[src/keyed_sum_aggregator_defines.svh]
// ----------------------------------------------------------------------------
// keyed sum aggregator assertion macros
// concurrent checks, compiled away for synthesis
// ----------------------------------------------------------------------------
`ifndef KEYED_SUM_AGGREGATOR_DEFINES_SVH
`define KEYED_SUM_AGGREGATOR_DEFINES_SVH

`ifndef SYNTHESIS

// same-cycle implication
`define KSA_ASSERT_IMPL(label, clk, rst_n, ante, cons) \
    label: assert property (@(posedge clk) disable iff (!rst_n) (ante) |-> (cons)) \
        else $error("keyed sum aggregator check failed");

// next-cycle implication
`define KSA_ASSERT_NEXT(label, clk, rst_n, ante, cons) \
    label: assert property (@(posedge clk) disable iff (!rst_n) (ante) |=> (cons)) \
        else $error("keyed sum aggregator check failed");

`else

`define KSA_ASSERT_IMPL(label, clk, rst_n, ante, cons)
`define KSA_ASSERT_NEXT(label, clk, rst_n, ante, cons)

`endif

`endif

[src/ksa_pkg.sv]
// ----------------------------------------------------------------------------
// ksa_pkg
// shared types, sizes and helpers of the keyed sum aggregator
// ----------------------------------------------------------------------------
`default_nettype none

package ksa_pkg;

    // table size and derived widths
    localparam int DEPTH  = 64;
    localparam int CNT_W  = $clog2(DEPTH + 1);
    localparam int ADDR_W = (DEPTH > 1) ? $clog2(DEPTH) : 1;

    // front-to-back queue, power of two entries
    localparam int QUEUE_DEPTH = 2;
    localparam int QPTR_W      = (QUEUE_DEPTH > 1) ? $clog2(QUEUE_DEPTH) : 1;
    localparam int QCNT_W      = $clog2(QUEUE_DEPTH + 1);

    localparam logic signed [31:0] SAT_MAX = 32'sh7fff_ffff;
    localparam logic signed [31:0] SAT_MIN = 32'sh8000_0000;

    localparam logic MODE_RECORD = 1'b0;
    localparam logic MODE_DUMP   = 1'b1;

    typedef struct packed {
        logic              mode;
        logic signed [31:0] key;
        logic signed [31:0] quantity;
        logic signed [31:0] amount;
    } t_in;

    typedef struct packed {
        logic              entry_valid;
        logic signed [31:0] out_key;
        logic signed [31:0] total_quantity;
        logic signed [31:0] total_amount;
        logic              dropped;
        logic              last;
    } t_out;

    typedef enum logic [0:0] {
        OP_RECORD,
        OP_DUMP
    } t_op_kind;

    typedef struct packed {
        t_op_kind          kind;
        logic signed [31:0] key;
        logic signed [31:0] quantity;
        logic signed [31:0] amount;
    } t_op;

    typedef struct packed {
        logic signed [31:0] key;
        logic signed [31:0] qsum;
        logic signed [31:0] asum;
    } t_entry;

    typedef enum logic [2:0] {
        S_IDLE,
        S_RD,
        S_CMP,
        S_ADD,
        S_MARK,
        S_DRD,
        S_DLOAD
    } t_back_state;

    function automatic logic signed [31:0] sat_add32(input logic signed [31:0] a,
                                                     input logic signed [31:0] b);
        logic [32:0] s;
        logic signed [31:0] r;
        s = {a[31], a} + {b[31], b};
        if (s[32] != s[31]) begin
            r = s[32] ? SAT_MIN : SAT_MAX;
        end else begin
            r = s[31:0];
        end
        return r;
    endfunction

endpackage

`default_nettype wire

[src/ksa_queue.sv]
// ----------------------------------------------------------------------------
// ksa_queue
// short fifo of table operations between front and back
// ----------------------------------------------------------------------------
`default_nettype none

module ksa_queue import ksa_pkg::*; (
    input  wire logic i_clk,
    input  wire logic i_rst_n,
    input  wire logic i_push_valid,
    output logic      o_push_ready,
    input  wire t_op  i_push_data,
    output logic      o_pop_valid,
    input  wire logic i_pop_ready,
    output t_op       o_pop_data
);

    t_op               r_mem [QUEUE_DEPTH];
    logic [QPTR_W-1:0] r_wr_ptr;
    logic [QPTR_W-1:0] r_rd_ptr;
    logic [QCNT_W-1:0] r_count;
    logic              push;
    logic              pop;

    assign o_push_ready = r_count != QCNT_W'(QUEUE_DEPTH);
    assign o_pop_valid  = r_count != '0;
    assign o_pop_data   = r_mem[r_rd_ptr];
    assign push         = i_push_valid && o_push_ready;
    assign pop          = o_pop_valid && i_pop_ready;

    // pointers wrap on their own since the depth is a power of two
    always_ff @(posedge i_clk) begin
        if (!i_rst_n) begin
            r_wr_ptr <= '0;
            r_rd_ptr <= '0;
            r_count  <= '0;
        end else begin
            if (push) begin
                r_wr_ptr <= r_wr_ptr + QPTR_W'(1);
            end
            if (pop) begin
                r_rd_ptr <= r_rd_ptr + QPTR_W'(1);
            end
            if (push && !pop) begin
                r_count <= r_count + QCNT_W'(1);
            end else if (pop && !push) begin
                r_count <= r_count - QCNT_W'(1);
            end
        end
    end

    always_ff @(posedge i_clk) begin
        if (push) begin
            r_mem[r_wr_ptr] <= i_push_data;
        end
    end

endmodule

`default_nettype wire

[config.mk]
export PLATFORM = sky130hd
export DESIGN_NAME = ksa_queue
export DESIGN_NICKNAME = d
export VERILOG_FILES = /design/src/keyed_sum_aggregator_defines.svh /design/src/ksa_pkg.sv /design/src/ksa_queue.sv
export SDC_FILE = /design/constraint.sdc
export NUM_CORES = 1
export LEC_CHECK = 0
export BUFFER_PORTS_ARGS = -buffer_cell sky130_fd_sc_hd__buf_4
export CORE_MARGIN = 3
export CORE_UTILIZATION = 30
export DETAILED_ROUTE_END_ITERATION = 8
export PLACE_DENSITY = 0.61
export SLEW_MARGIN = 30
export SYNTH_ARGS = -nofsm -noshare
export SYNTH_HDL_FRONTEND = slang
export SYNTH_SLANG_ARGS = --single-unit
[constraint.sdc]
create_clock -name i_clk -period 5.4 [get_ports i_clk]
set_input_delay 0.81 -clock i_clk [delete_from_list [all_inputs] [get_ports i_clk]]
set_output_delay 0.81 -clock i_clk [all_outputs]
set_load 0.01 [all_outputs]
After elaboration in Yosys (flattened, before gate mapping)
Memory sizes are Yosys's and may differ from the RTL's. A register that Yosys moved wholly into a read port is not among the register bits.
Cells that the tools add are included.

word-level totals
  register bits after elaboration = 4
  RAM bits = 194
  input port bits = 101
  output and inout bits = 99
  word-level logic and storage cells = 23
  memories kept = 1

operators by class
  add/sub/neg operators = 4
  equality and inequality tests = 1
  multiplexer cells = 6
  reductions and logical operators = 8

memory list
  memory  words  width  read ports  clocked after memory_dff  write ports  line             RTL
  r_mem   2      97     1           1                         1            ksa_queue.sv:18  t_op r_mem [QUEUE_DEPTH];

operator list
  cell                                               number
  logical AND 1 bit                                  4
  2-to-1 mux 1 bit                                   4
  2-to-1 mux 2 bit                                   2
  nonzero test 2 bit                                 2
  adder 1 bit (second input constant)                2
  adder 2 x 1 -> 2 bit (second input constant)       1
  zero test 1 bit                                    2
  inequality test 2 bit (second input constant)      1
  subtractor 2 x 1 -> 2 bit (second input constant)  1

Longest topological paths before layout
  word-level depth = 6
  depth in mapped cells = 6
  mapped depth without buffers = 6

Worst setup path before layout
OpenSTA, ideal clock, no wires.

  path type = in2reg
  from = input port i_push_valid
  to = memory r_mem[1][0] (netlist name) (enable)
  library setup time = 0.467 ns
  arrival = 3.108 ns
  required time = 4.933 ns
  path slack = 1.825 ns
  cell stages on the path = 1
  buffers on the path = 0
  path through = and3_1

between the ends
  cells in the longest elaborated chain, start to end = 3

ends and longest elaborated chain
  item                                    line             RTL
  start: declaration                      ksa_queue.sv:10  input wire logic i_push_valid,
  logical AND 1 bit                       ksa_queue.sv:28  assign push = i_push_valid && o_push_ready;
  2-to-1 mux 1 bit                        ksa_queue.sv:53  if (push) begin
  2-to-1 mux 1 bit (not written as such)  ksa_queue.sv:54  r_mem[r_wr_ptr] <= i_push_data;
  end: declaration                        ksa_queue.sv:18

No other way between the ends.

==> impl_summary.md <==
Run status
The run finished with clean final reports.

Hold path
The startpoint of the tightest hold check path is r_count[1]. The terminating pin of the worst hold path is r_count[1]. The worst hold path stage count is 2.

The worst hold path belongs to the class reg2reg.

Logic synthesis
The mux contribution to synthesized area is 16.4%. Averaged over all synthesized cells, the footprint is 22.6 um2. Synthesis produced a netlist whose cell count is 326. Counting flops with a built-in enable in the synthesized netlist gives 194.

The compound-gate portion of the synthesized area is 0.476%. Yosys printed 0 warnings. Summing the areas of all fa, ha and maj instances in the mapped netlist gives 0.170% of the synthesized area.

In this run, synthesis produced a sequential element count of 199. By area the synthesized netlist is led by edfxtp_1 (79%), mux2_2 (10%), mux2_4 (6.1%), dfxtp_1 (1.4%), buf_6 (0.77%). The cell area after synthesis is 7360 um2. After synthesis, the share of flip-flops with an asynchronous set or reset is 0%. The net count after synthesis is 428.

After synthesis, the largest family of logic cells by area is multiplexers. The synthesized netlist devotes 0.357% of its cell area to XOR and XNOR gates. The top cell type by total area after synthesis is edfxtp_1. The area share of the largest cell type after synthesis is 79.2%. The main flop type after synthesis is edfxtp_1. Synthesis instantiated 21 different standard cells from the library.

Summing the sequential cell areas from Yosys gives 80.5% of the chip area. After Yosys synthesis, and, or, nand and nor cells account for 0.884% of the synthesized area.

Power
Of the total power, combinational logic draws 25.8%. The net switching power of the design is 0.00117 W. Of the total power, the share spent switching nets is 25.8%. The leakage dissipation is 3.66 nW.

Per report_power, the sequential group accounts for 44.4% of the total. The peak supply drop is 220 uV. Of the total power, the clock network draws 29.8%. The cell area power density is 462 nW/um2. The internal power consumption is 0.00338 W.

Routing
After detailed routing, the average wire length per cell comes to 16.8 um. The detailed router finished its first iteration with 147 violations. In the routed layout, each cell is associated on average with a via count of 4.24. The number of nets still failing antenna checks after routing is 0. The routed layout has 3686 vias.

For this block, the routed nets add up to 14.6 mm of wire. After detailed routing, the number of remaining DRC violations is 0. For this run, the detailed router's first-pass iteration total came to 4.

Timing
The number of hold-slack violations in the final timing report is 0. The summed negative setup slack over all endpoints is 0 ns. The worst slew slack as a fraction of its limit is 48.2%. The final-report setup violation count is 0.

The ratio of final minimum period to clock period is 55.5%. Between clock sinks in the finished design, the worst skew comes to 0.0112 ns. At the pin with the least slew margin, the transition time is 0.777 ns. The maximum clock frequency is 333 MHz.

The final period demand of the worst path is 3.00 ns. Setup repair after global routing left no endpoint under its margin. The final-report max-slew violation count is 0.

Final layout
The final core area utilization is 41.4%. After routing the design area is 9860 um2. The count of placed standard cells in the final layout, fillers left out is 869. The post-layout net count is 639. 0 antenna diodes ended up in the layout. The growth of design area from synthesis to finish is 34.0%.

The proportion of layout cells with a drive suffix above 1 is 61.1%.

Placed design
The final HPWL from detailed placement is 9.62 mm. The instance area at placement is 9230 um2. The total instance count after detailed placement is 837. Buffers placed on the I/O ports in this run total 199. The global placer's final weighted congestion is 0.690.

Clock network
The post-cts repair resize count is 0. The insertion delay of the later-clocked pin in the worst-skew pair is 0.42 ns. The clock net in this run drives a total of 199 sinks.

Clock tree synthesis selected as its root buffer the cell clkbuf_16. In this run the deepest clock path goes through 2 buffers. The H-tree was split into 4 levels.

TritonCTS built the clock tree. Once the clock tree was built, the setup fixing pass inserted 0 buffers. The number of buffers created by CTS is 17. The CTS clock-pin slew for the worst setup and hold paths is 0.08 ns. The number of hold buffers added after cts is 0.

Critical path
The worst setup path is captured at an output pin. The slowest cell on the critical path is dfxtp_4. The maximum fanout encountered on the critical timing path is 36. The setup slack on the worst flop-to-flop path is 2.98 ns. The endpoint identified for the worst register-to-register timing path is r_mem[1][32]. For the worst setup path, the data required time is 4.59 ns.

The launching point of the worst reg2reg path is r_count[0]. The largest single stage delay on the critical path is 0.71 ns. The cell depth of the worst flop-to-flop path is 3. The startpoint class of the critical path is a register. The library cell appearing most often on the critical path is buf_4. The critical path in this run is classified as reg2out. Walking the worst path, the cells encountered are buf_4 -> mux2_2 -> buf_4. At the worst endpoint, the arrival time is 2.19 ns.

Floorplanning
From bottom edge to top edge, the die measures 163 um. The starting density of the core is 30.9%. The I/O pin total is 200. The standard cell core area is 23800 um2. The die area is 26400 um2. Row generation in the floorplan step produced 56 rows. In this run the horizontal extent of the chip is 163 um.

Global route
Global routing used 10.9% of the available tracks. The number of antenna violations at the first check in global routing was 0. The pin count of the biggest net entering global routing is 58. The total overflow left after global routing is 0. The first global-routing pass estimated 22.2 mm of wire.

The number of global-route vias before repair was 4083.

Job
Max-cap violations in this run came to 0.
## state kept, by name (all words and copies together) (netlist names), named ones only
signal / cells
r_count: 2
r_wr_ptr: 1
r_rd_ptr: 1
r_mem: 194
## cells in the final DEF, fill, tap and decap left out, types with 2 or more instances in the layout
master / n
clkbuf_16: 17
buf_4: 202
bufinv_16: 4
clkinvlp_4: 2
and2_1: 4
edfxtp_1: 194
xnor2_1: 2
clkbuf_1: 2
inv_6: 4
dfxtp_1: 4
mux2_4: 30
mux2_2: 67
## per-stage QoR
step	total power (W)	worst slack, ns	hold slack, ns
3_5_place_dp	0.00326	2.63	0.560
3_3_place_gp	0.00323	2.39	0.529
6_report	0.00456	2.40	0.571
5_1_grt	0.00477	2.26	0.541
2_1_floorplan	0.00272	1.82	0.512
4_1_cts	0.00464	2.32	0.542
## cell usage after synthesis (2+ instances only)
cell type	count
and2_1	4
buf_2	6
buf_6	5
dfxtp_1	5
edfxtp_1	194
mux2_2	67
mux2_4	30
xnor2_1	2
## worst max-delay path, delay by kind of cell, from the launching register on
kind	cells	cell delay, ns
flip-flops	1	0.71
buffers and inverters	2	0.65
multiplexers	1	0.41
## worst max path at each step
stage            startpoint        endpoint  cells past startpoint
2_1_floorplan  i_push_valid     r_mem[1][0]                      1
3_3_place_gp       register  o_pop_data[76]                      3
3_5_place_dp   i_push_valid    r_mem[1][88]                      3
4_1_cts            register  o_pop_data[76]                      3
5_1_grt            register  o_pop_data[91]                      3
6_report           register  o_pop_data[90]                      3
## power groups by stage
| stage | Clock, W | Combinational, W | Sequential [W] |
|---|---|---|---|
| finish | 0.00136 | 0.00118 | 0.00202 |
| global route | 0.00146 | 0.00126 | 0.00205 |
| CTS | 0.00140 | 0.00121 | 0.00203 |
| detailed placement | 0 | 0.00120 | 0.00206 |
| global placement | 0 | 0.00113 | 0.00210 |
| floorplan | 0 | 0.000708 | 0.00201 |
## layer usage
metal	global-route usage (%)	share of wire, %
met1	12.8	41
met2	18.5	50
met3	4.48	8.1
met4	3.27	0.99
met5	0	0
## layout make-up
class / instances / area, um2
Clock buffer: 20 / 447
Clock inverter: 12 / 186
Fill cell: 2158 / 14000
Inverter: 1 / 6.26
Multi-Input combinational cell: 115 / 1350
Sequential cell: 199 / 5930
Tap cell: 319 / 399
Timing Repair Buffer: 203 / 1540
## logic make-up (layout without fill, tap and decap cells)
family | count (synthesis) | after routing
DFF | 199 | 199
adders and majority gates | 1 | 1
muxes | 97 | 97
AOI/OAI and AO/OA | 5 | 5
xor gates and xnor gates | 3 | 3
buffers and inverters | 12 | 236
and+or+nand+nor | 9 | 9
No activity file was read; power rests on OpenSTA's default activity.
