**src/keyed_sum_aggregator_defines.svh**
```systemverilog
// ----------------------------------------------------------------------------
// keyed sum aggregator assertion macros
// concurrent checks, compiled away for synthesis
// ----------------------------------------------------------------------------
`ifndef KEYED_SUM_AGGREGATOR_DEFINES_SVH
`define KEYED_SUM_AGGREGATOR_DEFINES_SVH

`ifndef SYNTHESIS

// same-cycle implication
`define KSA_ASSERT_IMPL(label, clk, rst_n, ante, cons) \
    label: assert property (@(posedge clk) disable iff (!rst_n) (ante) |-> (cons)) \
        else $error("keyed sum aggregator check failed");

// next-cycle implication
`define KSA_ASSERT_NEXT(label, clk, rst_n, ante, cons) \
    label: assert property (@(posedge clk) disable iff (!rst_n) (ante) |=> (cons)) \
        else $error("keyed sum aggregator check failed");

`else

`define KSA_ASSERT_IMPL(label, clk, rst_n, ante, cons)
`define KSA_ASSERT_NEXT(label, clk, rst_n, ante, cons)

`endif

`endif

```
**src/ksa_pkg.sv**
```systemverilog
// ----------------------------------------------------------------------------
// ksa_pkg
// shared types, sizes and helpers of the keyed sum aggregator
// ----------------------------------------------------------------------------
`default_nettype none

package ksa_pkg;

    // table size and derived widths
    localparam int DEPTH  = 64;
    localparam int CNT_W  = $clog2(DEPTH + 1);
    localparam int ADDR_W = (DEPTH > 1) ? $clog2(DEPTH) : 1;

    // front-to-back queue, power of two entries
    localparam int QUEUE_DEPTH = 2;
    localparam int QPTR_W      = (QUEUE_DEPTH > 1) ? $clog2(QUEUE_DEPTH) : 1;
    localparam int QCNT_W      = $clog2(QUEUE_DEPTH + 1);

    localparam logic signed [31:0] SAT_MAX = 32'sh7fff_ffff;
    localparam logic signed [31:0] SAT_MIN = 32'sh8000_0000;

    localparam logic MODE_RECORD = 1'b0;
    localparam logic MODE_DUMP   = 1'b1;

    typedef struct packed {
        logic              mode;
        logic signed [31:0] key;
        logic signed [31:0] quantity;
        logic signed [31:0] amount;
    } t_in;

    typedef struct packed {
        logic              entry_valid;
        logic signed [31:0] out_key;
        logic signed [31:0] total_quantity;
        logic signed [31:0] total_amount;
        logic              dropped;
        logic              last;
    } t_out;

    typedef enum logic [0:0] {
        OP_RECORD,
        OP_DUMP
    } t_op_kind;

    typedef struct packed {
        t_op_kind          kind;
        logic signed [31:0] key;
        logic signed [31:0] quantity;
        logic signed [31:0] amount;
    } t_op;

    typedef struct packed {
        logic signed [31:0] key;
        logic signed [31:0] qsum;
        logic signed [31:0] asum;
    } t_entry;

    typedef enum logic [2:0] {
        S_IDLE,
        S_RD,
        S_CMP,
        S_ADD,
        S_MARK,
        S_DRD,
        S_DLOAD
    } t_back_state;

    function automatic logic signed [31:0] sat_add32(input logic signed [31:0] a,
                                                     input logic signed [31:0] b);
        logic [32:0] s;
        logic signed [31:0] r;
        s = {a[31], a} + {b[31], b};
        if (s[32] != s[31]) begin
            r = s[32] ? SAT_MIN : SAT_MAX;
        end else begin
            r = s[31:0];
        end
        return r;
    endfunction

endpackage

`default_nettype wire

```
**src/ksa_front.sv**
```systemverilog
// ----------------------------------------------------------------------------
// ksa_front
// input register stage, decodes each transaction into a table operation
// ----------------------------------------------------------------------------
`default_nettype none

module ksa_front import ksa_pkg::*; (
    input  wire logic i_clk,
    input  wire logic i_rst_n,
    input  wire logic i_in_valid,
    output logic      o_in_ready,
    input  wire t_in  i_in_data,
    output logic      o_q_valid,
    input  wire logic i_q_ready,
    output t_op       o_q_data
);

    logic r_valid;
    logic n_valid;
    t_op  r_op;
    t_op  n_op;

    assign o_in_ready = !r_valid || i_q_ready;
    assign o_q_valid  = r_valid;
    assign o_q_data   = r_op;

    // dump ignores the payload fields
    always_comb begin
        n_op = r_op;
        unique case (i_in_data.mode)
            MODE_RECORD: begin
                n_op.kind     = OP_RECORD;
                n_op.key      = i_in_data.key;
                n_op.quantity = i_in_data.quantity;
                n_op.amount   = i_in_data.amount;
            end
            MODE_DUMP: begin
                n_op.kind     = OP_DUMP;
                n_op.key      = '0;
                n_op.quantity = '0;
                n_op.amount   = '0;
            end
            default: begin
                n_op.kind = OP_RECORD;
            end
        endcase
    end

    always_comb begin
        n_valid = r_valid;
        if (i_in_valid && o_in_ready) begin
            n_valid = 1'b1;
        end else if (i_q_ready) begin
            n_valid = 1'b0;
        end
    end

    always_ff @(posedge i_clk) begin
        if (!i_rst_n) begin
            r_valid <= 1'b0;
        end else begin
            r_valid <= n_valid;
        end
    end

    always_ff @(posedge i_clk) begin
        if (i_in_valid && o_in_ready) begin
            r_op <= n_op;
        end
    end

endmodule

`default_nettype wire

```
**config.mk**
```make
export PLATFORM = sky130hd
export DESIGN_NAME = ksa_front
export DESIGN_NICKNAME = d
export VERILOG_FILES = /design/src/keyed_sum_aggregator_defines.svh /design/src/ksa_pkg.sv /design/src/ksa_front.sv
export SDC_FILE = /design/constraint.sdc
export NUM_CORES = 1
export LEC_CHECK = 0
export BUFFER_PORTS_ARGS = -buffer_cell sky130_fd_sc_hd__clkbuf_2
export CORE_ASPECT_RATIO = 0.7
export CORE_MARGIN = 3
export CORE_UTILIZATION = 34
export DETAILED_ROUTE_END_ITERATION = 16
export PLACE_DENSITY = 0.75
export SETUP_SLACK_MARGIN = 0.05
export SYNTH_ARGS = -nofsm -noshare
export SYNTH_HDL_FRONTEND = slang
export SYNTH_SLANG_ARGS = --single-unit
```
**constraint.sdc**
```tcl
create_clock -name i_clk -period 4.4 [get_ports i_clk]
set_input_delay 0.22 -clock i_clk [delete_from_list [all_inputs] [get_ports i_clk]]
set_output_delay 0.22 -clock i_clk [all_outputs]
set_load 0.01 [all_outputs]
```
After elaboration in Yosys (flattened, before gate mapping). Cells that the tools add are included.

Input port bits: 101. Output and inout port bits: 99. Word-level logic and storage cells: 13. Register bits after elaboration: 98.

Muxes and demuxes: 3. Reductions and logical operators: 4. Bitwise gates (word level): 1.

Operators with widths (count): 97-bit case mux with 2 select lines (1); 1-bit two-way mux (2); 2-bit nonzero test (1); 1-bit logical AND (1); 1-bit logical NOT (1); 1-bit logical OR (1); 1-bit inverter (1).

Longest topological paths before layout.
Word-level depth: 4. Depth in mapped cells: 3. Gate-level depth less buffers: 2.

Least setup slack after synthesis. OpenSTA, ideal clock, no wires.

Path kind: register to register. From: reg r_valid (netlist: o_q_valid). To: reg r_op (netlist bit o_q_data[0]) (enable). Buffers on the path: 0. Clock period less this slack: 3231 ps. Stages on the path, launching flop included: 3. Slack: 1169 ps. Arrival: 2764 ps. Required time: 3933 ps. Library setup time: 467 ps. Path through: dfxtp_1 -> nand2b_1 -> and2_1.

Longest elaborated chain between the ends: 3.

Ends and longest elaborated chain: from (decl) (line ksa_front.sv:18) `logic r_valid;`; from (signal assigned) (line ksa_front.sv:62) `r_valid <= n_valid;`; 1-bit logical NOT (line ksa_front.sv:23) `assign o_in_ready = !r_valid || i_q_ready;`; 1-bit logical OR (line ksa_front.sv:23); named net o_in_ready (line ksa_front.sv:11) `output logic o_in_ready,`; 1-bit logical AND (line ksa_front.sv:67) `if (i_in_valid && o_in_ready) begin`; to (signal assigned) (line ksa_front.sv:68) `r_op <= n_op;`; to (decl) (line ksa_front.sv:20) `t_op r_op;`.

The timed path passes the listed nets, and every way through them passes these cells. A chain may end at the register's enable or synchronous reset.

Worst setup path in the final report.
From: reg r_valid (netlist: o_q_valid). To: reg r_op (netlist bit o_q_data[43]) (enable).

Longest elaborated chain between the ends: 3.

Ends and longest elaborated chain (line): 1-bit logical NOT (ksa_front.sv:23); 1-bit logical OR (ksa_front.sv:23); 1-bit logical AND (ksa_front.sv:67).

Every way passes these cells.

==> results by stage <==
Status:
- The flow ran to the end, and the final reports show no timing, DRC or antenna violations.

Final layout:
- Cells fill 50.07% of the core in the end.
- Once layout is done, the placed cells without fillers occupy 5037 sq um.
- The post-layout instance count excluding filler cells is 542.
- At the end of the flow, the number of nets in the layout was 510.
- From synthesis to final layout, the design area changed by 38.59%.
- Cells with a size suffix above 1 make up 51.69% of the layout.
- After filler insertion, the fill cell instance count of the layout stands at 903.
- The repair_antennas step left the layout with diodes totalling 0.

Global routing:
- The overflow left after global routing is 0.
- The total global-route track usage is 12.89%.
- The number of global-route vias before repair is 2,401.
- The first global-routing pass estimated 12.04 mm of wire.
- The largest net degree at the start of global routing is 98.
- The initial antenna violation count was 0.

Floorplanning:
- The y dimension of the die is 92.51 um.
- The die area is 11,990 sq um.
- The effective utilization at floorplan is 36.13%.
- In this run the horizontal extent of the chip is 129.6 um.
- The core region is 10,060 sq um.
- The count of boundary I/O pins is 200.
- The placement row count is 30.

Timing:
- The routed design could run at a clock period as short as 2.062 ns.
- Setup repair after global routing left no endpoint under its margin.
- Static timing analysis puts the maximum clock frequency at 485.0 MHz.
- Setup violations remaining at the end of the flow were counted as 0.
- The transition time of the tightest slew-check pin is 0.9436 ns.
- The final count of pins violating max slew is 0.
- Summed over all failing endpoints, the final setup total negative slack is 0 ns.
- The setup skew after layout is 0.004757 ns.
- In this run the tightest slew margin relative to its limit is 37.09%.
- The number of hold violations in the final report is 0.
- After layout, the worst path uses 46.86% of the clock period.
- Across all setup checks in the final design, the least slack found is 2.338 ns.

Place:
- The congestion estimate from routability-driven global placement came to 0.7556.
- The placed wire-length estimate is 5.570 mm.
- Before CTS, the worst setup slack after placement is 2.295 ns.
- The cell count after placement is 526.
- The placed standard-cell area is 4726 sq um.
- Port buffering added 199 buffers.

Setup path:
- The critical path goes through nand2b_1 > and2_4 > buf_4.
- In this run the critical register-to-register path is launched from o_q_valid.
- On the critical path, the stage with the largest delay is an instance of and2_4.
- The critical path's largest stage delay is 0.76 ns.
- The critical path class is reg2reg.
- The largest fanout on the critical path is 71.
- The worst setup path is launched from a register.
- STA classifies the critical path endpoint as a register.
- At the worst endpoint, the required time is 4.40 ns.
- The data arrival time of the critical path is 2.06 ns.
- Tracing the worst setup path back leads to its startpoint at o_q_valid.

Job:
- The tool flagged a number of max-cap violations equal to 0.

Synthesis:
- The average size of a mapped cell is 17.47 sq um.
- The number of warning messages in the yosys log is 0.
- Of all cell types, the one taking the most synthesized area is edfxtp_1.
- The portion of synthesized area spent on multiplexers is 0%.
- The unique cell type count in the Yosys netlist is 10.
- The net count after synthesis is 309.
- The number of storage elements in the synthesis netlist is 98.
- The synthesized netlist devotes 0.2065% of its cell area to compound gates.
- The largest family of logic cells by synthesized area is simple AND/OR/NAND/NOR gates.
- The basic-gate share of the synthesized area counting and, or, nand and nor cells is 16.87%.
- In the synthesized netlist the dominant register cell turns out to be edfxtp_1.
- After Yosys synthesis, XOR and XNOR cells account for 0% of the synthesized area.
- Synthesis produced 208 cells.
- The most common cell in the netlist is edfxtp_1.
- The number of flops mapped to enable cells by yosys is 97.
- The area share of fa/ha/maj cells after synthesis is 0%.
- The share of synthesized flip-flops with an asynchronous set or reset is 0%.
- After synthesis, the largest area contributor takes up 80.14% of total cell area.
- In this run the cell area of the synthesized design comes to 3635 sq um.
- Ranked by total cell area, the synthesized netlist is headed by edfxtp_1, nor2b_1, buf_6.
- In the synthesized netlist, the cells that appear most often are edfxtp_1, nor2b_1, buf_2.
- Of the synthesized area, sequential elements account for 80.69%.

Worst hold path:
- The startpoint of the tightest hold check path is i_rst_n.
- The path class of the lowest-slack min-delay path is in2reg.

Detailed routing:
- The aggregate routed wire length is 7.718 mm.
- The via count of the routed design is 2,309.
- The first-pass iteration count of the detailed router is 3.
- The average wire per cell in the routed design is 14.24 um.
- For this block, the initial DRC count from the detailed router was 111.
- The via density per instance is 4.260.
- The count of antenna-violating nets left after detailed routing is 0.
- For this run, design rule violations remaining after detail routing come to 0.

Clocking:
- Post-CTS timing repair inserted 0 buffers for setup.
- After clock tree synthesis, the clock-pin slew on the worst setup and hold paths is 0.06 ns.
- The number of buffers created by CTS is 9.
- The longest clock path from root to sink contains 2 buffers.
- The H-tree generated during clock tree synthesis spans 3 levels.
- The CTS tree is done.
- After clock tree synthesis, the flow added hold-fix buffers numbering 0.
- Post-CTS repair changed the size of 0 cells.
- Counting every sink on the clock net gives 98.
- The tree is rooted in a clkbuf_16.
- The later pin in the worst-skew pair is clocked with a latency of 0.33 ns.

Pwr:
- The worst vdd rail ir drop is 0.2910 mV.
- The power per cell area is 421.6 nW/um^2.
- The leakage power is 0.002182 uW.
logic make-up (layout without fill, tap and decap cells):
group                  count (synthesis)  in the layout
AO/OA/AOI/OAI                          1              1
buffers and inverters                 11            217
flip-flops                            98             98
AND/OR/NAND/NOR                       98             98
report_power, final:
group	leakage, uW	internal (uW)	total, uW	switching, uW
registers	0.000976	1100	1110	16.0
clock network	0.000143	496	809	312
logic	0.00106	92.0	200	108
total	0.00218	1690	2120	437
sequential cells by signal (all words and copies together) (netlist names):
register	flops
o_q_valid	1
o_q_data	97
path summary, 6_finish.rpt:
kind	slack (ns)	cells after the start	to
worst max-delay path	2.34	3	o_q_data[43]
worst min-delay path	0.12	2	o_q_valid
worst max register to register	2.34	3	o_q_data[43]
worst min register to register	0.56	2	o_q_valid
critical path: cells and delay by family, from the launching register on:
family | cells | cell delay [ns]
buffers and inverters | 1 | 0.47
and+or+nand+nor | 2 | 0.87
DFF | 1 | 0.32
per-stage QoR:
step | power [uW] | hold WS, ns
3_5_place_dp | 1341 | 0.4677
4_1_cts | 2161 | 0.09906
2_1_floorplan | 1232 | 0.3189
5_1_grt | 2224 | 0.1160
6_report | 2124 | 0.1172
3_3_place_gp | 1336 | 0.4623
metal layers:
metal  vias to the layer above  track usage [%]  share of wire (%)
li1                       1118                -                  -
met1                      1059            15.51                 40
met2                       126            20.28                 46
met3                         6            6.571                 13
met4                         0            3.893               0.95
met5                         -                0                  0
cell usage in the layout (no fill, tap or decap):
cell | netlist | layout
edfxtp_1 | 97 | 97
buf_4 | 1 | 2
a21boi_0 | 1 | 1
dfxtp_1 | 1 | 1
clkbuf_2 | 0 | 198
inv_1 | 1 | 1
clkinv_1 | 0 | 1
clkbuf_1 | 0 | 2
nor2b_1 | 96 | 96
clkinvlp_4 | 0 | 2
nand2b_1 | 1 | 1
and2_4 | 0 | 1
clkbuf_16 | 0 | 9
bufinv_16 | 0 | 2
cell type report:
type | count | area, sq um | share of cell area [%]
Multi-Input combinational cell | 99 | 623.1 | 12.37
Timing Repair Buffer | 200 | 1006 | 19.97
Sequential cell | 98 | 2933 | 58.22
Clock buffer | 11 | 232.7 | 4.620
Clock inverter | 5 | 78.83 | 1.565
Inverter | 1 | 3.754 | 0.07452
Tap cell | 128 | 160.2 | 3.179
Note: power is estimated with default switching activity, not from simulation.
